**config.mk**
```make
export PLATFORM = sky130hd
export DESIGN_NAME = udp_fragment_reassembly_tracker_top_flat
export DESIGN_NICKNAME = d
export VERILOG_FILES = /design/src/design/urt_pkg.sv /design/src/design/urt_ifs.sv /design/src/design/urt_classify.sv /design/src/design/urt_track.sv /design/src/design/udp_fragment_reassembly_tracker_top.sv /design/src/flat_wrapper.sv
export SDC_FILE = /design/constraint.sdc
export NUM_CORES = 1
export LEC_CHECK = 0
export BUFFER_PORTS_ARGS = -buffer_cell sky130_fd_sc_hd__buf_2
export CAP_MARGIN = 0
export CORE_UTILIZATION = 25
export DETAILED_ROUTE_END_ITERATION = 8
export GPL_TIMING_DRIVEN = 1
export PLACE_DENSITY = 0.39
export SLEW_MARGIN = 25
export SYNTH_ARGS = -nofsm -noshare
export SYNTH_HDL_FRONTEND = slang
export SYNTH_SLANG_ARGS = --single-unit
```
**constraint.sdc**
```tcl
create_clock -name clk -period 8.72 [get_ports clk]
set_clock_uncertainty 0.2 [all_clocks]
set_input_delay 0.872 -clock clk [delete_from_list [all_inputs] [get_ports clk]]
set_output_delay 0.872 -clock clk [all_outputs]
set_load 0.02 [all_outputs]
```
**src/design/urt_pkg.sv**
```systemverilog
`timescale 1ns / 1ps
// Shared types and constants for the fragment reassembly tracker.
// No dependencies; every other file of the block imports this package.
package urt_pkg;

    localparam int STAMP_W      = 64;
    localparam int FIELD_W      = 32;
    localparam int LEN_W        = 16;
    localparam int OFFSET_W     = 22;
    localparam int STATUS_W     = 2;
    localparam int HEADER_BYTES = 20;

    localparam logic [LEN_W-1:0] SLOT_RESET = 16'd1024;

    typedef enum logic [STATUS_W-1:0] {
        ST_NEW   = 2'd0,
        ST_DUP   = 2'd1,
        ST_LEN   = 2'd2,
        ST_RANGE = 2'd3
    } urt_status_t;

    // Header checks passed from the classifier to the tracker
    typedef struct packed {
        logic length_bad;
        logic range_bad;
    } urt_check_t;

endpackage

```
**src/design/urt_ifs.sv**
```systemverilog
`timescale 1ns / 1ps
// Channel interfaces of the tracker: fragment headers, results, configuration.
// Depends on urt_pkg for field widths.
interface urt_frag_if;
    import urt_pkg::*;

    logic               valid;
    logic               ready;
    logic [STAMP_W-1:0] frame_stamp;
    logic [FIELD_W-1:0] frag_index;
    logic [FIELD_W-1:0] frag_count;
    logic [LEN_W-1:0]   body_bytes;
    logic [LEN_W-1:0]   datagram_bytes;

    modport source (output valid, frame_stamp, frag_index, frag_count, body_bytes,
                    datagram_bytes, input ready);
    modport sink   (input valid, frame_stamp, frag_index, frag_count, body_bytes,
                    datagram_bytes, output ready);
endinterface

interface urt_result_if;
    import urt_pkg::*;

    logic                valid;
    logic                ready;
    logic [STATUS_W-1:0] status;
    logic [OFFSET_W-1:0] write_offset;
    logic [LEN_W-1:0]    write_bytes;
    logic                frame_done;
    logic [OFFSET_W-1:0] frame_length;
    logic [STAMP_W-1:0]  done_stamp;

    modport source (output valid, status, write_offset, write_bytes, frame_done,
                    frame_length, done_stamp, input ready);
    modport sink   (input valid, status, write_offset, write_bytes, frame_done,
                    frame_length, done_stamp, output ready);
endinterface

interface urt_cfg_if;
    import urt_pkg::*;

    logic             valid;
    logic             ready;
    logic [LEN_W-1:0] data;

    modport source (output valid, data, input ready);
    modport sink   (input valid, data, output ready);
endinterface

```
**src/design/urt_classify.sv**
```systemverilog
`timescale 1ns / 1ps
// Header checks and slot offset for one registered fragment header.
// Depends on urt_pkg.
module urt_classify #(
    parameter int MAX_FRAGS = 64,
    parameter int IDX_W     = 6
) (
    input  logic [urt_pkg::FIELD_W-1:0]  frag_index,
    input  logic [urt_pkg::FIELD_W-1:0]  frag_count,
    input  logic [urt_pkg::LEN_W-1:0]    body_bytes,
    input  logic [urt_pkg::LEN_W-1:0]    datagram_bytes,
    input  logic [urt_pkg::LEN_W-1:0]    slot_body_bytes,
    output urt_pkg::urt_check_t          check,
    output logic [IDX_W-1:0]             idx,
    output logic [urt_pkg::OFFSET_W-1:0] offset
);
    import urt_pkg::*;

    localparam int PROD_W = IDX_W + LEN_W;

    logic [LEN_W:0]    framed_bytes;
    logic [PROD_W-1:0] product;

    // body plus header must match what actually arrived, and fit its slot
    assign framed_bytes     = {1'b0, body_bytes} + (LEN_W+1)'(HEADER_BYTES);
    assign check.length_bad = (framed_bytes != {1'b0, datagram_bytes})
                              || (body_bytes > slot_body_bytes);
    assign check.range_bad  = (frag_count == '0)
                              || (frag_count > FIELD_W'(MAX_FRAGS))
                              || (frag_index >= frag_count);

    // index is below MAX_FRAGS whenever the range check passes
    assign idx     = frag_index[IDX_W-1:0];
    assign product = PROD_W'(idx) * PROD_W'(slot_body_bytes);
    assign offset  = OFFSET_W'(product);

endmodule

```
**src/design/urt_track.sv**
```systemverilog
`timescale 1ns / 1ps
// Frame state: tracked stamp, received bitmap, count and the length/stamp latches.
// Depends on urt_pkg; fed by urt_classify.
module urt_track #(
    parameter int MAX_FRAGS = 64,
    parameter int IDX_W     = 6,
    parameter int CNT_W     = 7
) (
    input  logic                         clk,
    input  logic                         rst_n,
    input  logic                         fire,
    input  urt_pkg::urt_check_t          check,
    input  logic [IDX_W-1:0]             idx,
    input  logic [urt_pkg::OFFSET_W-1:0] offset,
    input  logic [urt_pkg::STAMP_W-1:0]  frame_stamp,
    input  logic [urt_pkg::FIELD_W-1:0]  frag_index,
    input  logic [urt_pkg::FIELD_W-1:0]  frag_count,
    input  logic [urt_pkg::LEN_W-1:0]    body_bytes,
    output urt_pkg::urt_status_t         status,
    output logic [urt_pkg::OFFSET_W-1:0] write_offset,
    output logic [urt_pkg::LEN_W-1:0]    write_bytes,
    output logic                         frame_done,
    output logic [urt_pkg::OFFSET_W-1:0] frame_length,
    output logic [urt_pkg::STAMP_W-1:0]  done_stamp
);
    import urt_pkg::*;

    logic                 valid_reg,  valid_next;
    logic [STAMP_W-1:0]   stamp_reg,  stamp_next;
    logic [MAX_FRAGS-1:0] map_reg,    map_next;
    logic [CNT_W-1:0]     count_reg,  count_next;
    logic [OFFSET_W-1:0]  length_reg, length_next;
    logic [STAMP_W-1:0]   latch_reg,  latch_next;

    logic                 fresh;
    logic [MAX_FRAGS-1:0] map_eff;
    logic [CNT_W-1:0]     count_eff;
    logic [CNT_W-1:0]     count_inc;
    logic                 dup;
    logic                 last;
    logic                 done;

    assign fresh     = !valid_reg || (stamp_reg != frame_stamp);
    assign map_eff   = fresh ? '0 : map_reg;
    assign count_eff = fresh ? '0 : count_reg;
    assign count_inc = count_eff + CNT_W'(1);
    assign dup       = map_eff[idx];
    assign last      = (frag_index == frag_count - FIELD_W'(1));
    assign done      = (FIELD_W'(count_inc) == frag_count);

    always_comb
    begin
        valid_next   = valid_reg;
        stamp_next   = stamp_reg;
        map_next     = map_reg;
        count_next   = count_reg;
        length_next  = length_reg;
        latch_next   = latch_reg;
        status       = ST_NEW;
        write_offset = '0;
        write_bytes  = '0;
        frame_done   = 1'b0;
        priority if (check.length_bad)
        begin
            status = ST_LEN;
        end
        else if (check.range_bad)
        begin
            status = ST_RANGE;
        end
        else
        begin
            write_offset = offset;
            valid_next   = 1'b1;
            stamp_next   = frame_stamp;
            map_next     = map_eff;
            count_next   = count_eff;
            if (dup)
            begin
                status = ST_DUP;
            end
            else
            begin
                write_bytes = body_bytes;
                if (last)
                begin
                    length_next = offset + OFFSET_W'(body_bytes);
                    latch_next  = frame_stamp;
                end
                map_next   = map_eff | (MAX_FRAGS'(1) << idx);
                count_next = count_inc;
                if (done)
                begin
                    frame_done = 1'b1;
                    valid_next = 1'b0;
                    map_next   = '0;
                    count_next = '0;
                end
            end
        end
    end

    assign frame_length = length_next;
    assign done_stamp   = latch_next;

    always_ff @(posedge clk or negedge rst_n)
    begin
        if (!rst_n)
        begin
            valid_reg  <= 1'b0;
            stamp_reg  <= '0;
            map_reg    <= '0;
            count_reg  <= '0;
            length_reg <= '0;
            latch_reg  <= '0;
        end
        else if (fire)
        begin
            valid_reg  <= valid_next;
            stamp_reg  <= stamp_next;
            map_reg    <= map_next;
            count_reg  <= count_next;
            length_reg <= length_next;
            latch_reg  <= latch_next;
        end
    end

    // count always mirrors the bitmap population
    a_count_matches_map: assert property (@(posedge clk) disable iff (!rst_n)
        $countones(map_reg) == 32'(count_reg))
        else $error("seen count out of step with bitmap");

    // a completed frame is forgotten
    a_done_forgets: assert property (@(posedge clk) disable iff (!rst_n)
        fire && frame_done |=> !valid_reg && (map_reg == '0))
        else $error("frame not cleared after completion");

    // bytes are written and frames finish only for a new fragment
    a_write_only_new: assert property (@(posedge clk) disable iff (!rst_n)
        (write_bytes != '0) || frame_done |-> status == ST_NEW)
        else $error("write or completion on a dropped fragment");

    // an idle bitmap means nothing is tracked
    a_map_needs_frame: assert property (@(posedge clk) disable iff (!rst_n)
        !valid_reg |-> map_reg == '0)
        else $error("bitmap bits held with no tracked frame");

endmodule

```
**src/design/udp_fragment_reassembly_tracker_top.sv**
```systemverilog
`timescale 1ns / 1ps
// Top level of the UDP fragment reassembly tracker.
// Depends on urt_pkg, urt_ifs, urt_classify and urt_track.
//
// Usage:
//   frag   - one parsed fragment header per transaction (valid/ready).
//   result - one result transaction per header: status, payload write offset
//            and length, frame_done, and the latched frame length and stamp.
//   cfg    - write of slot_body_bytes; always ready, write only while idle.
// Path: a taken header waits in the header register, then is checked and loaded
// into the result register, which holds result.valid until result.ready.
// Throughput: one header per cycle while result.ready is high. The header
// register, the combinational checks, bitmap update and 6x16 offset
// multiply, and the result register form the path; frame state updates in
// the cycle a header moves to the result register, so back-to-back headers
// of one frame see each other.
// Reset: the frame is forgotten, latches read zero, slot_body_bytes is 1024.
// Stall: while result.ready is low the result register holds, one more header
// waits in the header register, and frag.ready drops after that.
module udp_fragment_reassembly_tracker_top #(
    parameter int MAX_FRAGS = 64
) (
    input  logic        clk,
    input  logic        rst_n,
    urt_frag_if.sink    frag,
    urt_result_if.source result,
    urt_cfg_if.sink     cfg
);
    import urt_pkg::*;

    localparam int IDX_W = (MAX_FRAGS > 1) ? $clog2(MAX_FRAGS) : 1;
    localparam int CNT_W = $clog2(MAX_FRAGS + 1);

    // configuration
    logic [LEN_W-1:0] slot_reg;

    // header register
    logic               hdr_valid_reg;
    logic [STAMP_W-1:0] hdr_stamp_reg;
    logic [FIELD_W-1:0] hdr_index_reg;
    logic [FIELD_W-1:0] hdr_count_reg;
    logic [LEN_W-1:0]   hdr_body_reg;
    logic [LEN_W-1:0]   hdr_dgram_reg;

    // result register
    logic                out_valid_reg;
    urt_status_t         out_status_reg;
    logic [OFFSET_W-1:0] out_offset_reg;
    logic [LEN_W-1:0]    out_bytes_reg;
    logic                out_done_reg;
    logic [OFFSET_W-1:0] out_length_reg;
    logic [STAMP_W-1:0]  out_stamp_reg;

    logic                advance;
    logic                take;
    urt_check_t          check;
    logic [IDX_W-1:0]    idx;
    logic [OFFSET_W-1:0] offset;
    urt_status_t         status;
    logic [OFFSET_W-1:0] write_offset;
    logic [LEN_W-1:0]    write_bytes;
    logic                frame_done;
    logic [OFFSET_W-1:0] frame_length;
    logic [STAMP_W-1:0]  done_stamp;

    // advance the header when the result register is free or being emptied
    assign advance    = hdr_valid_reg && (!out_valid_reg || result.ready);
    assign frag.ready = !hdr_valid_reg || advance;
    assign take       = frag.valid && frag.ready;
    assign cfg.ready  = 1'b1;

    urt_classify #(
        .MAX_FRAGS (MAX_FRAGS),
        .IDX_W     (IDX_W)
    ) u_classify (
        .frag_index      (hdr_index_reg),
        .frag_count      (hdr_count_reg),
        .body_bytes      (hdr_body_reg),
        .datagram_bytes  (hdr_dgram_reg),
        .slot_body_bytes (slot_reg),
        .check           (check),
        .idx             (idx),
        .offset          (offset)
    );

    urt_track #(
        .MAX_FRAGS (MAX_FRAGS),
        .IDX_W     (IDX_W),
        .CNT_W     (CNT_W)
    ) u_track (
        .clk          (clk),
        .rst_n        (rst_n),
        .fire         (advance),
        .check        (check),
        .idx          (idx),
        .offset       (offset),
        .frame_stamp  (hdr_stamp_reg),
        .frag_index   (hdr_index_reg),
        .frag_count   (hdr_count_reg),
        .body_bytes   (hdr_body_reg),
        .status       (status),
        .write_offset (write_offset),
        .write_bytes  (write_bytes),
        .frame_done   (frame_done),
        .frame_length (frame_length),
        .done_stamp   (done_stamp)
    );

    // control state
    always_ff @(posedge clk or negedge rst_n)
    begin
        if (!rst_n)
        begin
            slot_reg      <= SLOT_RESET;
            hdr_valid_reg <= 1'b0;
            out_valid_reg <= 1'b0;
        end
        else
        begin
            if (cfg.valid && cfg.ready)
            begin
                slot_reg <= cfg.data;
            end
            if (take)
            begin
                hdr_valid_reg <= 1'b1;
            end
            else if (advance)
            begin
                hdr_valid_reg <= 1'b0;
            end
            if (advance)
            begin
                out_valid_reg <= 1'b1;
            end
            else if (result.ready)
            begin
                out_valid_reg <= 1'b0;
            end
        end
    end

    // payload registers: load on transaction, hold otherwise
    always_ff @(posedge clk)
    begin
        if (take)
        begin
            hdr_stamp_reg <= frag.frame_stamp;
            hdr_index_reg <= frag.frag_index;
            hdr_count_reg <= frag.frag_count;
            hdr_body_reg  <= frag.body_bytes;
            hdr_dgram_reg <= frag.datagram_bytes;
        end
        if (advance)
        begin
            out_status_reg <= status;
            out_offset_reg <= write_offset;
            out_bytes_reg  <= write_bytes;
            out_done_reg   <= frame_done;
            out_length_reg <= frame_length;
            out_stamp_reg  <= done_stamp;
        end
    end

    assign result.valid        = out_valid_reg;
    assign result.status       = out_status_reg;
    assign result.write_offset = out_offset_reg;
    assign result.write_bytes  = out_bytes_reg;
    assign result.frame_done   = out_done_reg;
    assign result.frame_length = out_length_reg;
    assign result.done_stamp   = out_stamp_reg;

    // a waiting header never overtakes: it moves only into a free result slot
    a_no_overwrite: assert property (@(posedge clk) disable iff (!rst_n)
        out_valid_reg && !result.ready |-> !advance)
        else $error("result overwritten while stalled");

    // a header is taken only when the header register is free or moving on
    a_hdr_no_loss: assert property (@(posedge clk) disable iff (!rst_n)
        take && hdr_valid_reg |-> advance)
        else $error("header register overwritten");

    // every advanced header shows up as a result on the next cycle
    a_advance_result: assert property (@(posedge clk) disable iff (!rst_n)
        advance |=> out_valid_reg)
        else $error("advanced header produced no result");

endmodule
```
**src/flat_wrapper.sv**
```systemverilog
// flat-port wrapper written by rule: the top's interface ports become plain ports
module udp_fragment_reassembly_tracker_top_flat import urt_pkg::*;
#(
    parameter int MAX_FRAGS = 64
)
  (clk, rst_n, frag_valid, frag_frame_stamp, frag_frag_index, frag_frag_count, frag_body_bytes, frag_datagram_bytes, frag_ready, result_valid, result_status, result_write_offset, result_write_bytes, result_frame_done, result_frame_length, result_done_stamp, result_ready, cfg_valid, cfg_data, cfg_ready);
  urt_frag_if frag_i ();
  urt_result_if result_i ();
  urt_cfg_if cfg_i ();
  input  logic clk;
  input  logic rst_n;
  input wire logic [$bits(frag_i.valid)-1:0] frag_valid;
  input wire logic [$bits(frag_i.frame_stamp)-1:0] frag_frame_stamp;
  input wire logic [$bits(frag_i.frag_index)-1:0] frag_frag_index;
  input wire logic [$bits(frag_i.frag_count)-1:0] frag_frag_count;
  input wire logic [$bits(frag_i.body_bytes)-1:0] frag_body_bytes;
  input wire logic [$bits(frag_i.datagram_bytes)-1:0] frag_datagram_bytes;
  output wire logic [$bits(frag_i.ready)-1:0] frag_ready;
  output wire logic [$bits(result_i.valid)-1:0] result_valid;
  output wire logic [$bits(result_i.status)-1:0] result_status;
  output wire logic [$bits(result_i.write_offset)-1:0] result_write_offset;
  output wire logic [$bits(result_i.write_bytes)-1:0] result_write_bytes;
  output wire logic [$bits(result_i.frame_done)-1:0] result_frame_done;
  output wire logic [$bits(result_i.frame_length)-1:0] result_frame_length;
  output wire logic [$bits(result_i.done_stamp)-1:0] result_done_stamp;
  input wire logic [$bits(result_i.ready)-1:0] result_ready;
  input wire logic [$bits(cfg_i.valid)-1:0] cfg_valid;
  input wire logic [$bits(cfg_i.data)-1:0] cfg_data;
  output wire logic [$bits(cfg_i.ready)-1:0] cfg_ready;
  assign frag_i.valid = frag_valid;
  assign frag_i.frame_stamp = frag_frame_stamp;
  assign frag_i.frag_index = frag_frag_index;
  assign frag_i.frag_count = frag_frag_count;
  assign frag_i.body_bytes = frag_body_bytes;
  assign frag_i.datagram_bytes = frag_datagram_bytes;
  assign frag_ready = frag_i.ready;
  assign result_valid = result_i.valid;
  assign result_status = result_i.status;
  assign result_write_offset = result_i.write_offset;
  assign result_write_bytes = result_i.write_bytes;
  assign result_frame_done = result_i.frame_done;
  assign result_frame_length = result_i.frame_length;
  assign result_done_stamp = result_i.done_stamp;
  assign result_i.ready = result_ready;
  assign cfg_i.valid = cfg_valid;
  assign cfg_i.data = cfg_data;
  assign cfg_ready = cfg_i.ready;
  udp_fragment_reassembly_tracker_top #(.MAX_FRAGS(MAX_FRAGS)) u_core (.clk(clk), .rst_n(rst_n), .frag(frag_i), .result(result_i), .cfg(cfg_i));
endmodule
```
After elaboration in Yosys (flattened, before gate mapping):

Cells that the tools add are included.

* magnitude comparators: 4
* reductions and logical operators: 17
* add/subtract/negate cells: 4
* shift operators: 1
* muxes and demuxes: 25
* bitwise gates (word level): 3
* eq/ne operators: 4
* multipliers: 1

Operators by type and width (number)
* $mux 64: 7
* $mux 22: 4
* $ne 64x64->1: 1
* $or 64x64->64: 1
* $shl 1x6->64 const A: 1
* $eq 32x32->1: 1
* $eq 7x32->1: 1
* $ge 32x32->1: 1
* $gt 32x7->1 const B: 1
* $logic_not 32->1: 1
* $sub 32x1->32 const B: 1
* $add 22x16->22: 1
* $mul 6x16->22: 1
* $mux 7: 3
* $add 16x5->17 const B: 1
* $ne 17x16->1: 1
* $gt 16x16->1: 1
* $mux 1: 10
* $add 7x1->7 const B: 1
* $lt 6x7->1 const B: 1
* $bmux 1 s6: 1
* $logic_or 1x1->1: 6
* $reduce_bool 2->1: 2
* $logic_not 1->1: 3
* other kinds (5): 7

* word-level logic and storage cells: 80
* register bits: 527
* bits of input ports: 181
* output and inout bits: 130

Depth between registers and ports, before layout:

Gate-level depths: netlist of the first run.

* word-level depth: 8
* gate-level depth with buffers: 27
* depth with buffers taken out: 23

Modules after synthesis:

Synthesis of the first run repeated with hierarchy kept, for this count alone.

* cells, all modules: 2316
* area total of the unflattened synthesis: 27943.0 sq um

Modules (own cells, without submodules)
* urt_track: instances 1, area an instance 13738.2 sq um, cells each 1369, sequential area each 5555.3 sq um
* udp_fragment_reassembly_tracker_top: instances 1, area an instance 9369.0 sq um, cells each 331, sequential area each 9069.9 sq um
* urt_classify: instances 1, area an instance 4835.9 sq um, cells each 616, sequential area each 0.0 sq um

Worst setup path before layout of the first run:

Ideal clock, no wire load.

* kind: register to register
* start point: register u_core.hdr_index_reg[0]
* end point: register u_core.out_length_reg[21], in the netlist u_core.result.frame_length[21] (data pin)
* path buffers: 4
* arrival: 6.503 ns
* clock period less this slack: 6.963 ns
* slack: 1.757 ns
* stages on the path, launching flop included: 25
* cells stage by stage: edfxtp_1 > clkbuf_1 > buf_2 > clkbuf_1 > inv_1 > clkbuf_1 > nor2_1 > fa_1 > ha_1 > inv_1 > fa_1 > inv_1 > fa_1 > a21o_1 > a2111oi_0 > xnor2_1 > ha_1 > or2_2 > o41ai_1 > o21ai_0 > o21a_1 > nor2b_1 > nand4_1 > xor2_1 > mux2_2

* longest elaborated chain between the ends: 6
* elaborated cells between the ends (all ways): 11

Ends and longest elaborated chain
* start: declaration: line udp_fragment_reassembly_tracker_top.sv:40 `logic [FIELD_W-1:0] hdr_index_reg;`
* start signal: assignment: line udp_fragment_reassembly_tracker_top.sv:149 `hdr_index_reg <= frag.frag_index;`
* $mul 6x16->22: line urt_classify.sv:34 `assign product = PROD_W'(idx) * PROD_W'(slot_body_bytes);`
* named net u_core.offset[9]: line udp_fragment_reassembly_tracker_top.sv:58 `logic [OFFSET_W-1:0] offset;`
* $add 22x16->22: line urt_track.sv:87 `length_next = offset + OFFSET_W'(body_bytes);`
* $mux 22: line urt_track.sv:85 `if (last)`
* $mux 22: line urt_track.sv:78 `if (dup)`
* $mux 22: line urt_track.sv:67 `else if (check.range_bad)`
* $mux 22: line urt_track.sv:63 `priority if (check.length_bad)`
* named net u_core.frame_length[21]: line udp_fragment_reassembly_tracker_top.sv:63 `logic [OFFSET_W-1:0] frame_length;`
* end signal: assignment: line udp_fragment_reassembly_tracker_top.sv:160 `out_length_reg <= frame_length;`
* end: declaration: line udp_fragment_reassembly_tracker_top.sv:51 `logic [OFFSET_W-1:0] out_length_reg;`

The timed path passes the listed nets, and every way through them passes these cells. The select of a mux whose other input is x is not followed.
A chain may end at the register's enable or synchronous reset.

Final worst setup path of the first run:

* start point: register u_core.hdr_index_reg[4]
* end point: register u_core.out_length_reg[21], in the netlist u_core.result.frame_length[21] (data pin)

The elaborated chain is that of the path after synthesis.

==> results of run 1 <==
[kinds of logic (layout without fill, tap and decap cells)]
family,Yosys count,count (layout)
AOI/OAI and AO/OA,298,298
adders and majority gates,156,156
other,1,4
and+or+nand+nor,494,494
muxes,260,260
DFF,527,527
buffers and inverters,222,595
xor gates and xnor gates,149,149
[report_power, final]
group          switching, uW  leakage (uW)  internal (uW)
registers               91.3       0.00612           2740
clock network           1180       0.00107           1620
logic                   1150       0.00690            723
total                   2420        0.0141           5090
[layout by cell type (no fill, tap or decap), drive strengths merged, types with 12 or more instances in the layout]
cell type,n
clkbuf,90
ha,98
nand2b,17
nor4,28
nor3,37
mux2,237
nand2,87
inv,143
nor2,105
edfxtp,287
o2bb2ai,32
nand3,25
and2,56
nor2b,16
buf,332
a21oi,46
a21o,20
clkinv,23
and3,29
o21ai,49
fa,58
xor2,62
nand4,35
xnor2,86
a211oi,12
or3,18
dfrtp,239
a31oi,14
mux4,16
a22o,33
[per-stage QoR]
step | hold WS (ns) | total power, uW | instance area [sq um] | setup WS [ns]
floorplan | 0.2490 | 4183 | 27120 | 1.757
global route | 0.1061 | 7971 | 32530 | 1.045
finish | 0.07210 | 7510 | 32540 | 1.432
CTS | 0.07076 | 7647 | 32530 | 1.406
detailed placement | 0.2708 | 4758 | 30310 | 1.489
global placement | 0.2643 | 4734 | 30300 | 1.615
[cell type report]
class | count | area share, %
Clock inverter | 34 | 1.057
Multi-Input combinational cell | 1358 | 35.86
Timing Repair Buffer | 332 | 5.352
Inverter | 139 | 1.603
Tap cell | 1403 | 5.394
Sequential cell | 527 | 44.94
Clock buffer | 90 | 5.767
Antenna cell | 3 | 0.02307
[worst register-to-register path, cell delays in order (launching register included)]
cell,delay [ns]
sky130_fd_sc_hd__edfxtp_1,0.35
sky130_fd_sc_hd__clkinv_1,0.60
sky130_fd_sc_hd__nor2_1,0.38
sky130_fd_sc_hd__fa_1,0.49
sky130_fd_sc_hd__fa_1,0.55
sky130_fd_sc_hd__inv_1,0.06
sky130_fd_sc_hd__fa_1,0.53
sky130_fd_sc_hd__inv_1,0.04
sky130_fd_sc_hd__ha_1,0.34
sky130_fd_sc_hd__and3_1,0.21
sky130_fd_sc_hd__a2111oi_0,0.71
sky130_fd_sc_hd__xnor2_1,0.18
sky130_fd_sc_hd__ha_1,0.25
sky130_fd_sc_hd__or2_2,0.32
sky130_fd_sc_hd__o41ai_1,0.67
sky130_fd_sc_hd__o21ai_0,0.25
sky130_fd_sc_hd__o21a_1,0.24
sky130_fd_sc_hd__nor2b_1,0.16
sky130_fd_sc_hd__nand4_1,0.13
sky130_fd_sc_hd__xor2_1,0.08
sky130_fd_sc_hd__mux2_2,0.27
[worst min path at each step]
stage,to,slack (ns),depth (start not counted),start
after floorplan,u_core.result.valid,0.25,1,u_core.hdr_valid_reg
after global placement,u_core.u_track.latch_reg[29],0.26,1,u_core.u_track.latch_reg[29]
after detailed placement,u_core.u_track.latch_reg[28],0.27,1,u_core.u_track.latch_reg[28]
after CTS,u_core.u_track.stamp_reg[47],0.07,1,rst_n
after global routing,u_core.u_track.stamp_reg[47],0.11,1,rst_n
final,u_core.u_track.stamp_reg[47],0.07,1,rst_n
[layer usage]
metal,vias up,routed length [microns],GRT usage (%)
met1,9062,37850,20.20
met3,159,5676,4.677
met5,-,215,0
met2,479,38190,24.49
li1,8343,-,-
met4,36,2328,4.879
==> load_flow_metrics.sql, run 1 <==
INSERT INTO impl_metrics (metric_group, metric, value, unit) VALUES
('run_status', 'status', 'completed', ''),
('setup_path', 'critical_path_arrival', '7.46', 'ns'),
('sta', 'timing_max_transition_violations_final', '0', ''),
('pwr', 'leakagePower', '0.01408', 'uW'),
('setup_path', 'rr_worst_depth', '20', ''),
('detailed_routing', 'wl', '84.26', 'mm'),
('cells_and_area', 'finish.cell_count_without_fillers', '3886', ''),
('clock_network', 'cts_hold_repair_buffers', '0', ''),
('pwr', 'power.density_cell_area', '230.8', 'nW/um^2'),
('synth', 'syn-instance-count', '2107', ''),
('setup_path', 'critical_path.max_fanout', '19', ''),
('cells_and_area', 'fillCellCount', '10870', ''),
('setup_path', 'worst_r2r_startpoint', 'u_core.hdr_index_reg[4]', ''),
('global_route', 'grt_remaining_overflow', '0', ''),
('die', 'initial_standard_cell_utilization_of_the_core', '25.27', '%'),
('synth', 'muxShareOfSynthArea', '11.43', '%'),
('clock_network', 'clk_path_buf_depth', '3', ''),
('clock_network', 'cts_buffers', '67', ''),
('synth', 'yosys_register_bits', '527', ''),
('cells_and_area', 'final_net_count', '2762', ''),
('sta', 'max-slew-margin-rel', '33.98', '%'),
('synth', 'synth.largest_area_cell', 'sky130_fd_sc_hd__edfxtp_1', ''),
('job', 'drv.max_cap_violation_count', '0', ''),
('synth', 'yosysSeqAreaShare', '53.92', '%'),
('synth', 'synth_most_common_cell', 'sky130_fd_sc_hd__edfxtp_1', ''),
('synth', 'post_synth.cell_area_avg', '12.87', 'sq um'),
('setup_path', 'path_depth', '20', ''),
('setup_path', 'cp_top_family', 'adder cells', ''),
('setup_path', 'critPathCapture', 'u_core.result.frame_length[21]', ''),
('setup_path', 'crit_path_cells', 'clkinv_1 > nor2_1 > fa_1 > fa_1 > inv_1 > fa_1 > inv_1 > ha_1 > and3_1 > a2111oi_0 > xnor2_1 > ha_1 > or2_2 > o41ai_1 > o21ai_0 > o21a_1 > nor2b_1 > nand4_1 > xor2_1 > mux2_2', ''),
('clock_network', 'clk_pin_slew_worst_paths', '0.06', 'ns'),
('global_route', 'grt_pass1_vias', '19490', ''),
('global_route', 'grt_antenna_before_repair', '24', ''),
('die', 'fp-row-count', '120', ''),
('sta', 'timing_hold_violations_final', '0', ''),
('detailed_routing', 'first_pass_drt_iterations', '7', ''),
('synth', 'mappedNetlistNets', '2444', ''),
('die', 'top_level_ports', '311', ''),
('placed_design', 'gpl.final_weighted_congestion', '0.8282', ''),
('sta', 'final_min_period_over_clock_period', '83.57', '%'),
('placed_design', 'place.detailed.instances', '3759', ''),
('clock_network', 'cts_resized', '0', ''),
('setup_path', 'worst-setup-path-type', 'reg2reg', ''),
('sta', 'setup-violations-final', '0', ''),
('synth', 'combinational_family_with_the_most_area_after_synthesis', 'multiplexers', ''),
('pwr', 'peakVddDrop', '0.1580', 'mV'),
('detailed_routing', 'routed-via-count', '18080', ''),
('detailed_routing', 'route.detailed.vias_per_inst', '4.652', ''),
('sta', 'crit_path_time_final', '7.288', 'ns'),
('clock_network', 'cts_tree', 'built', ''),
('die', 'die_y', '331.4', 'microns'),
('sta', 'tns_setup', '0', 'ns'),
('placed_design', 'hpwl', '60.24', 'mm'),
('synth', 'synthDistinctLibCells', '82', ''),
('min_path', 'hp-class', 'in2async', ''),
('synth', 'yosysWarningCount', '0', ''),
('detailed_routing', 'drc', '0', ''),
('die', 'die_w', '331.4', 'microns'),
('setup_path', 'crit_path_launch_type', 'flop', ''),
('global_route', 'grt_first_pass_wirelength', '127.6', 'mm'),
('synth', 'synth_adder_area_share', '8.802', '%'),
('cells_and_area', 'post_route_cells_drive_above_1_share', '27.14', '%'),
('synth', 'postSynth.asyncResetShare', '45.54', '%'),
('cells_and_area', 'sequential_cell_area', '14630', 'sq um'),
('detailed_routing', 'ant_nets', '0', ''),
('sta', 'rsz0062_at_grt', 'no', ''),
('setup_path', 'timing.critical_path.slowest_cell_delay', '0.71', 'ns'),
('clock_network', 'post-cts-setup-buffers', '0', ''),
('clock_network', 'clock_sinks', '527', ''),
('cells_and_area', 'synth_to_final_area_change', '19.97', '%'),
('setup_path', 'worst-endpoint-required', '8.89', 'ns');
(Power assumes the default switching activity.)
==> run 2, diff against run 1 <==
- PLACE_DENSITY: 0.39 -> 0.4
- clock period: 8.72 -> 6.2 ns (I/O delays scaled with it)
==> run 2 against run 1 <==
Power up 52%. Sequential power up 41%. Flip-flop and latch count unchanged. Sequential share of layout area down 3.2 points. Global-route usage up 0.50 points. Clock power up 51%. Non-clock buffer count up 229. Highest routed layer unchanged.
==> load_flow_metrics.sql, run 2 (synthesized netlist as in run 1, its figures left out) <==
INSERT INTO impl_metrics (metric_group, metric, value, unit) VALUES
('run_status', 'status', 'completed', ''),
('sta', 'rsz0062_at_grt', 'yes', ''),
('setup_path', 'path_buf_inv', '3', ''),
('detailed_routing', 'route.top_layer_used', 'met5', ''),
('sta', 'setup-violations-final', '0', ''),
('sta', 'final_min_period_over_clock_period', '95.92', '%'),
('detailed_routing', 'route.detailed.vias_per_inst', '4.599', ''),
('detailed_routing', 'first_pass_drt_iterations', '5', ''),
('setup_path', 'worst-endpoint-required', '6.37', 'ns'),
('cells_and_area', 'final_core_utilization', '32.66', '%'),
('clock_network', 'cts.root.buffer_cell', 'sky130_fd_sc_hd__clkbuf_16', ''),
('global_route', 'grt_pass1_vias', '20250', ''),
('placed_design', 'io_buffers', '309', ''),
('clock_network', 'htree_num_levels', '3', ''),
('detailed_routing', 'detailed_router_s_first_iteration_violation_count', '951', ''),
('die', 'initial_standard_cell_utilization_of_the_core', '25.27', '%'),
('placed_design', 'dpl-instance-area', '30810', 'sq um'),
('setup_path', 'cp-end-kind', 'flop', ''),
('die', 'die_w', '331.4', 'microns'),
('setup_path', 'critical_path.max_fanout', '8', ''),
('die', 'dieArea', '109800', 'sq um'),
('placed_design', 'hpwl', '63.14', 'mm'),
('setup_path', 'critical_path.most_common_cell', 'sky130_fd_sc_hd__fa_1', ''),
('min_path', 'holdPathEnd', 'u_core.hdr_index_reg[3]', ''),
('die', 'top_level_ports', '311', ''),
('pwr', 'peakVddDrop', '0.2674', 'mV'),
('min_path', 'hold_path_depth', '1', ''),
('setup_path', 'cp_top_family', 'adder cells', ''),
('sta', 'timing_max_transition_violations_final', '0', ''),
('die', 'core_area', '107400', 'sq um'),
('setup_path', 'crit_path_launch_type', 'flop', ''),
('detailed_routing', 'ant_nets', '0', ''),
('sta', 'worst_hold_margin', '0.05273', 'ns'),
('die', 'fp-row-count', '120', ''),
('setup_path', 'worst_r2r_startpoint', 'u_core.hdr_index_reg[1]', ''),
('sta', 'maxClockFrequency', '0.1682', 'GHz'),
('min_path', 'worstHoldStart', 'frag_frag_index[3]', ''),
('global_route', 'grt_antenna_before_repair', '16', ''),
('clock_network', 'clk_path_buf_depth', '3', ''),
('pwr', 'leakagePower', '0.01522', 'uW'),
('sta', 'timing_hold_violations_final', '0', ''),
('global_route', 'grt_max_degree', '132', ''),
('pwr', 'power.density_cell_area', '325.2', 'nW/um^2'),
('global_route', 'grt_remaining_overflow', '0', ''),
('job', 'drv.max_cap_violation_count', '0', ''),
('setup_path', 'critical_path.slowest_cell', 'sky130_fd_sc_hd__fa_1', ''),
('detailed_routing', 'detailroute.wirelength.met3', '5.117', 'mm'),
('sta', 'worst-slew-pin-transition', '1.002', 'ns'),
('sta', 'max-slew-margin-rel', '33.19', '%'),
('cells_and_area', 'finish.instance_area', '35060', 'sq um'),
('detailed_routing', 'drc', '0', ''),
('setup_path', 'worst-setup-path-type', 'reg2reg', ''),
('setup_path', 'reg2reg_slack', '0.25', 'ns'),
('detailed_routing', 'routed-via-count', '18930', ''),
('detailed_routing', 'met1Wirelength', '40.15', 'mm'),
('cells_and_area', 'most_common_cell_after_layout_fill_and_taps_aside', 'sky130_fd_sc_hd__buf_2', ''),
('cells_and_area', 'layout_common_cells', 'sky130_fd_sc_hd__buf_2, sky130_fd_sc_hd__edfxtp_1, sky130_fd_sc_hd__dfrtp_1, sky130_fd_sc_hd__mux2_2, sky130_fd_sc_hd__dlygate4sd3_1', ''),
('die', 'die_y', '331.4', 'microns'),
('cells_and_area', 'synth_to_final_area_change', '29.27', '%'),
('setup_path', 'rr_worst_depth', '21', ''),
('clock_network', 'clk_pin_slew_worst_paths', '0.06', 'ns'),
('setup_path', 'timing.rr.end', 'u_core.result.frame_length[20]', ''),
('global_route', 'gr-usage-all-layers', '15.99', '%'),
('cells_and_area', 'post_route_cells_drive_above_1_share', '28.03', '%'),
('setup_path', 'timing.critical_path.slowest_cell_delay', '0.55', 'ns'),
('detailed_routing', 'wl', '87.62', 'mm'),
('clock_network', 'cts_buffers', '68', ''),
('global_route', 'grt_first_pass_wirelength', '131.8', 'mm'),
('setup_path', 'critical_path_arrival', '6.11', 'ns'),
('min_path', 'hp-class', 'in2reg', ''),
('clock_network', 'clock_sinks', '527', ''),
('placed_design', 'gpl.final_weighted_congestion', '0.8362', ''),
('clock_network', 'worst_skew_pair_latency', '0.65', 'ns'),
('cells_and_area', 'final_net_count', '2992', ''),
('setup_path', 'crit_path_cells', 'and2_4 > fa_1 > inv_1 > fa_1 > fa_1 > inv_1 > ha_4 > a21o_1 > a2111oi_4 > buf_4 > a21o_1 > nand3b_1 > xor2_1 > ha_2 > or3_1 > a211oi_2 > o31ai_2 > and3b_2 > nand3_2 > xnor2_2 > mux2_4', ''),
('cells_and_area', 'fillCellCount', '10740', ''),
('detailed_routing', 'route.met2.wl', '40.34', 'mm'),
('sta', 'crit_path_time_final', '5.947', 'ns'),
('setup_path', 'path_depth', '21', ''),
('clock_network', 'cts_tree', 'built', ''),
('detailed_routing', 'final_routed_wire_length_divided_by_cell_count', '21.28', 'microns');
-- run 2: metrics by stage --
| stage | total power [uW] | std cells | TNS (ns) | worst slack [ns] |
|---|---|---|---|---|
| detailed placement | 7049 | 3817 | 0 | 0.09682 |
| global placement | 7044 | 3817 | 0 | 0.1750 |
| floorplan | 5902 | 2107 | 0 | 0.0009277 |
| global route | 12090 | 4116 | -0.08407 | -0.08105 |
| finish | 11400 | 4117 | 0 | 0.2532 |
| CTS | 11500 | 4107 | 0 | 0.05950 |
-- run 2: what timing repair did --
| item | 4_1_cts | 5_1_grt |
|---|---|---|
| endpoints found under the setup margin | 0 | 69 |
| hold buffers | 164 | 0 |
| buffers inserted | 0 | 6 |
| resized for setup | 0 | 27 |
| hold endpoints to repair | 271 | 0 |
-- run 2: worst max-delay path by stage --
stage | from | endpoint | slack, ns
6_report | u_core.hdr_index_reg[1] | u_core.result.frame_length[20] | 0.25
5_1_grt | u_core.hdr_index_reg[1] | u_core.result.frame_length[21] | -0.08
4_1_cts | u_core.hdr_index_reg[1] | u_core.result.frame_length[20] | 0.06
3_5_place_dp | u_core.hdr_index_reg[1] | u_core.result.frame_length[21] | 0.1
3_3_place_gp | u_core.hdr_index_reg[1] | u_core.result.frame_length[20] | 0.18
2_1_floorplan | u_core.hdr_index_reg[2] | u_core.result.frame_length[21] | 0.0009
-- run 2: final cells by class --
cell class | count | area, sq um | area share [%]
inverters | 139 | 521.8 | 1.488
diodes | 3 | 7.507 | 0.02141
repair buffers | 561 | 3970 | 11.32
flip-flops and latches | 527 | 14630 | 41.71
well taps | 1403 | 1755 | 5.007
multi-input cells | 1358 | 11770 | 33.56
clock inverters | 27 | 485.5 | 1.385
clock buffers | 99 | 1929 | 5.503
-- run 2: layer usage --
layer,vias to the layer above,track usage [%]
met5,-,0
met4,18,3.978
met3,130,4.145
met2,494,25.85
met1,9485,21.21
li1,8807,-
-- run 2: where the power goes --
group | total [uW] | leakage [uW] | internal [uW] | switching (uW)
clock network | 4240 | 0.00117 | 2580 | 1660
registers | 3990 | 0.00612 | 3860 | 134
logic | 3170 | 0.00794 | 1400 | 1770
==> run 3, diff against run 2 <==
- ABC_CLOCK_PERIOD_IN_PS: unset -> 6700
- CELL_PAD_IN_SITES_DETAIL_PLACEMENT: unset -> 1
- CELL_PAD_IN_SITES_GLOBAL_PLACEMENT: unset -> 2
- PLACE_DENSITY: 0.4 -> 0.52
- clock period: 6.2 -> 6.7 ns (I/O delays scaled with it)
==> run 3 against run 2 <==
Non-clock buffer count down 68. Final cell count down 1.7%. Utilization down 0.75 points. Die area unchanged. Clock-buffer cell count up 1. Routed wire length up 4.0%. Sequential power down 7.3%. Clock power down 10%. Power down 10%.
==> load_flow_metrics.sql, run 3 (synthesized netlist as in run 1, its figures left out) <==
INSERT INTO impl_metrics (metric_group, metric, value, unit) VALUES
('run_status', 'status', 'completed', ''),
('detailed_routing', 'detailroute.wirelength.met3', '5.110', 'mm'),
('setup_path', 'rr_worst_depth', '20', ''),
('cells_and_area', 'post_route_cells_drive_above_1_share', '26.78', '%'),
('die', 'die_y', '331.4', 'microns'),
('sta', 'max-slew-margin-rel', '34.38', '%'),
('pwr', 'power.density_cell_area', '299.8', 'nW/um^2'),
('setup_path', 'timing.rr.end', 'u_core.result.frame_length[21]', ''),
('pwr', 'report.power.total', '10270', 'uW'),
('detailed_routing', 'first_pass_drt_iterations', '7', ''),
('clock_network', 'htree_num_levels', '3', ''),
('detailed_routing', 'routed-via-count', '18940', ''),
('placed_design', 'hpwl', '66.01', 'mm'),
('setup_path', 'reg2reg_slack', '0.28', 'ns'),
('sta', 'fin_ws', '0.2794', 'ns'),
('placed_design', 'place.detailed.instances', '3785', ''),
('sta', 'worst-slew-pin-transition', '0.9805', 'ns'),
('min_path', 'worstHoldStart', 'frag_frag_count[17]', ''),
('global_route', 'gr-usage-all-layers', '16.70', '%'),
('clock_network', 'clock_sinks', '527', ''),
('detailed_routing', 'route.met2.wl', '41.75', 'mm'),
('cells_and_area', 'fillCellCount', '11570', ''),
('setup_path', 'crit_path_launch_type', 'flop', ''),
('clock_network', 'clk_pin_slew_worst_paths', '0.06', 'ns'),
('placed_design', 'gpl.final_weighted_congestion', '0.8259', ''),
('sta', 'crit_path_time_final', '6.421', 'ns'),
('detailed_routing', 'final_routed_wire_length_divided_by_cell_count', '22.51', 'microns'),
('die', 'core_area', '107400', 'sq um'),
('global_route', 'grt_max_degree', '158', ''),
('setup_path', 'worst-endpoint-required', '6.89', 'ns'),
('clock_network', 'cts.root.buffer_cell', 'sky130_fd_sc_hd__clkbuf_16', ''),
('cells_and_area', 'layout_common_cells', 'sky130_fd_sc_hd__buf_2, sky130_fd_sc_hd__edfxtp_1, sky130_fd_sc_hd__dfrtp_1, sky130_fd_sc_hd__mux2_2, sky130_fd_sc_hd__inv_1', ''),
('die', 'dieArea', '109800', 'sq um'),
('setup_path', 'critical_path.max_fanout', '14', ''),
('min_path', 'hold_path_depth', '1', ''),
('setup_path', 'critical_path_arrival', '6.61', 'ns'),
('detailed_routing', 'met1Wirelength', '42.35', 'mm'),
('global_route', 'grt_first_pass_wirelength', '138.2', 'mm'),
('cells_and_area', 'synth_to_final_area_change', '26.29', '%'),
('cells_and_area', 'final_net_count', '2925', ''),
('setup_path', 'worst-setup-path-type', 'reg2reg', ''),
('global_route', 'grt_antenna_before_repair', '10', ''),
('cells_and_area', 'finish.cell_count_without_fillers', '4049', ''),
('cells_and_area', 'most_common_cell_after_layout_fill_and_taps_aside', 'sky130_fd_sc_hd__buf_2', ''),
('job', 'drv.max_cap_violation_count', '0', ''),
('detailed_routing', 'drc', '0', ''),
('detailed_routing', 'wl', '91.14', 'mm'),
('die', 'die_w', '331.4', 'microns'),
('cells_and_area', 'multiInputGateArea', '11660', 'sq um'),
('clock_network', 'cts_buffers', '69', ''),
('clock_network', 'clk_path_buf_depth', '3', ''),
('die', 'initial_standard_cell_utilization_of_the_core', '25.27', '%'),
('sta', 'timing_max_transition_violations_final', '0', ''),
('setup_path', 'cp-end-kind', 'flop', ''),
('detailed_routing', 'route.top_layer_used', 'met5', ''),
('min_path', 'hp-class', 'in2reg', ''),
('sta', 'maxClockFrequency', '0.1557', 'GHz'),
('pwr', 'peakVddDrop', '0.1803', 'mV'),
('die', 'top_level_ports', '311', ''),
('clock_network', 'worst_skew_pair_latency', '0.65', 'ns'),
('die', 'fp-row-count', '120', ''),
('sta', 'final_min_period_over_clock_period', '95.83', '%'),
('clock_network', 'cts_tree', 'built', ''),
('cells_and_area', 'sequential_cell_area', '14630', 'sq um'),
('pwr', 'leakagePower', '0.01484', 'uW'),
('sta', 'tns_setup', '0', 'ns'),
('detailed_routing', 'ant_nets', '0', ''),
('sta', 'timing_hold_violations_final', '0', ''),
('setup_path', 'worst_r2r_startpoint', 'u_core.hdr_index_reg[1]', ''),
('global_route', 'grt_remaining_overflow', '0', ''),
('sta', 'setup-violations-final', '0', ''),
('min_path', 'holdPathEnd', 'u_core.hdr_count_reg[17]', ''),
('placed_design', 'io_buffers', '309', ''),
('cells_and_area', 'final_core_utilization', '31.91', '%'),
('detailed_routing', 'detailed_router_s_first_iteration_violation_count', '859', ''),
('detailed_routing', 'route.detailed.vias_per_inst', '4.677', ''),
('global_route', 'grt_pass1_vias', '20850', ''),
('placed_design', 'placement.setup.worst_slack', '0.2350', 'ns');
==> run 3: changes by cell type in the layout (fill, tap and decap cells not counted), sizes merged <==
cell,before,now
dlygate4sd3,164,129
buf,397,364
diode,3,2
clkinvlp,0,5
clkbuf,99,100
clkinv,12,18
inv,145,139
bufinv,9,4
==> run 3: per-layer routing <==
layer	vias to the layer above	track usage (%)
li1	8665	-
met1	9736	22.54
met2	407	26.64
met3	126	4.315
met4	4	3.949
met5	-	0
==> run 3: worst max-delay path by stage <==
stage	slack [ns]	cells after the start	startpoint	to
after detailed placement	0.24	21	u_core.hdr_index_reg[4]	u_core.result.frame_length[21]
final	0.28	20	u_core.hdr_index_reg[1]	u_core.result.frame_length[21]
after floorplan	0.01	24	u_core.hdr_index_reg[0]	u_core.result.frame_length[21]
after CTS	0.17	21	u_core.hdr_index_reg[4]	u_core.result.frame_length[21]
after global routing	-0.003	22	u_core.hdr_index_reg[1]	u_core.result.frame_length[21]
after global placement	0.26	21	u_core.hdr_index_reg[5]	u_core.result.frame_length[21]
==> run 3: metrics by stage <==
stage               area, sq um  hold slack (ns)
floorplan                 27130           0.1744
global placement          30530           0.2644
detailed placement        30530           0.2724
CTS                       34170        0.0001542
global route              34250         0.005257
finish                    34250          0.04275
==> run 3: final cells by class <==
| cell class | instances | area share (%) |
|---|---|---|
| clock buffers | 100 | 5.764 |
| diodes | 2 | 0.01461 |
| clock inverters | 27 | 1.114 |
| inverters | 139 | 1.567 |
| repair buffers | 493 | 9.665 |
| flip-flops and latches | 527 | 42.70 |
| multi-input cells | 1358 | 34.05 |
| well taps | 1403 | 5.125 |
==> run 3: power by group <==
| part | switching, uW | internal [uW] |
|---|---|---|
| Combinational | 1720 | 1050 |
| Clock | 1560 | 2240 |
| Sequential | 127 | 3570 |
==> run 3: what timing repair did <==
action | CTS | global route
endpoints found under the setup margin | 0 | 6
hold buffers | 128 | 1
hold endpoints to repair | 209 | 1
buffers inserted | 0 | 6
resized for setup | 0 | 6
==> run 3: critical path, stage by stage (launching register included) <==
cell	delay [ns]
sky130_fd_sc_hd__edfxtp_1	0.62
sky130_fd_sc_hd__and2_1	0.26
sky130_fd_sc_hd__fa_1	0.48
sky130_fd_sc_hd__fa_1	0.54
sky130_fd_sc_hd__inv_1	0.07
sky130_fd_sc_hd__fa_1	0.54
sky130_fd_sc_hd__inv_1	0.04
sky130_fd_sc_hd__ha_1	0.35
sky130_fd_sc_hd__and3_1	0.19
sky130_fd_sc_hd__a2111oi_1	0.40
sky130_fd_sc_hd__buf_4	0.18
sky130_fd_sc_hd__xnor2_1	0.09
sky130_fd_sc_hd__ha_1	0.25
sky130_fd_sc_hd__or2_2	0.34
sky130_fd_sc_hd__o41ai_1	0.48
sky130_fd_sc_hd__o21ai_0	0.22
sky130_fd_sc_hd__o21a_1	0.23
sky130_fd_sc_hd__nor2b_1	0.14
sky130_fd_sc_hd__nand4_1	0.13
sky130_fd_sc_hd__xor2_1	0.11
sky130_fd_sc_hd__mux2_2	0.30
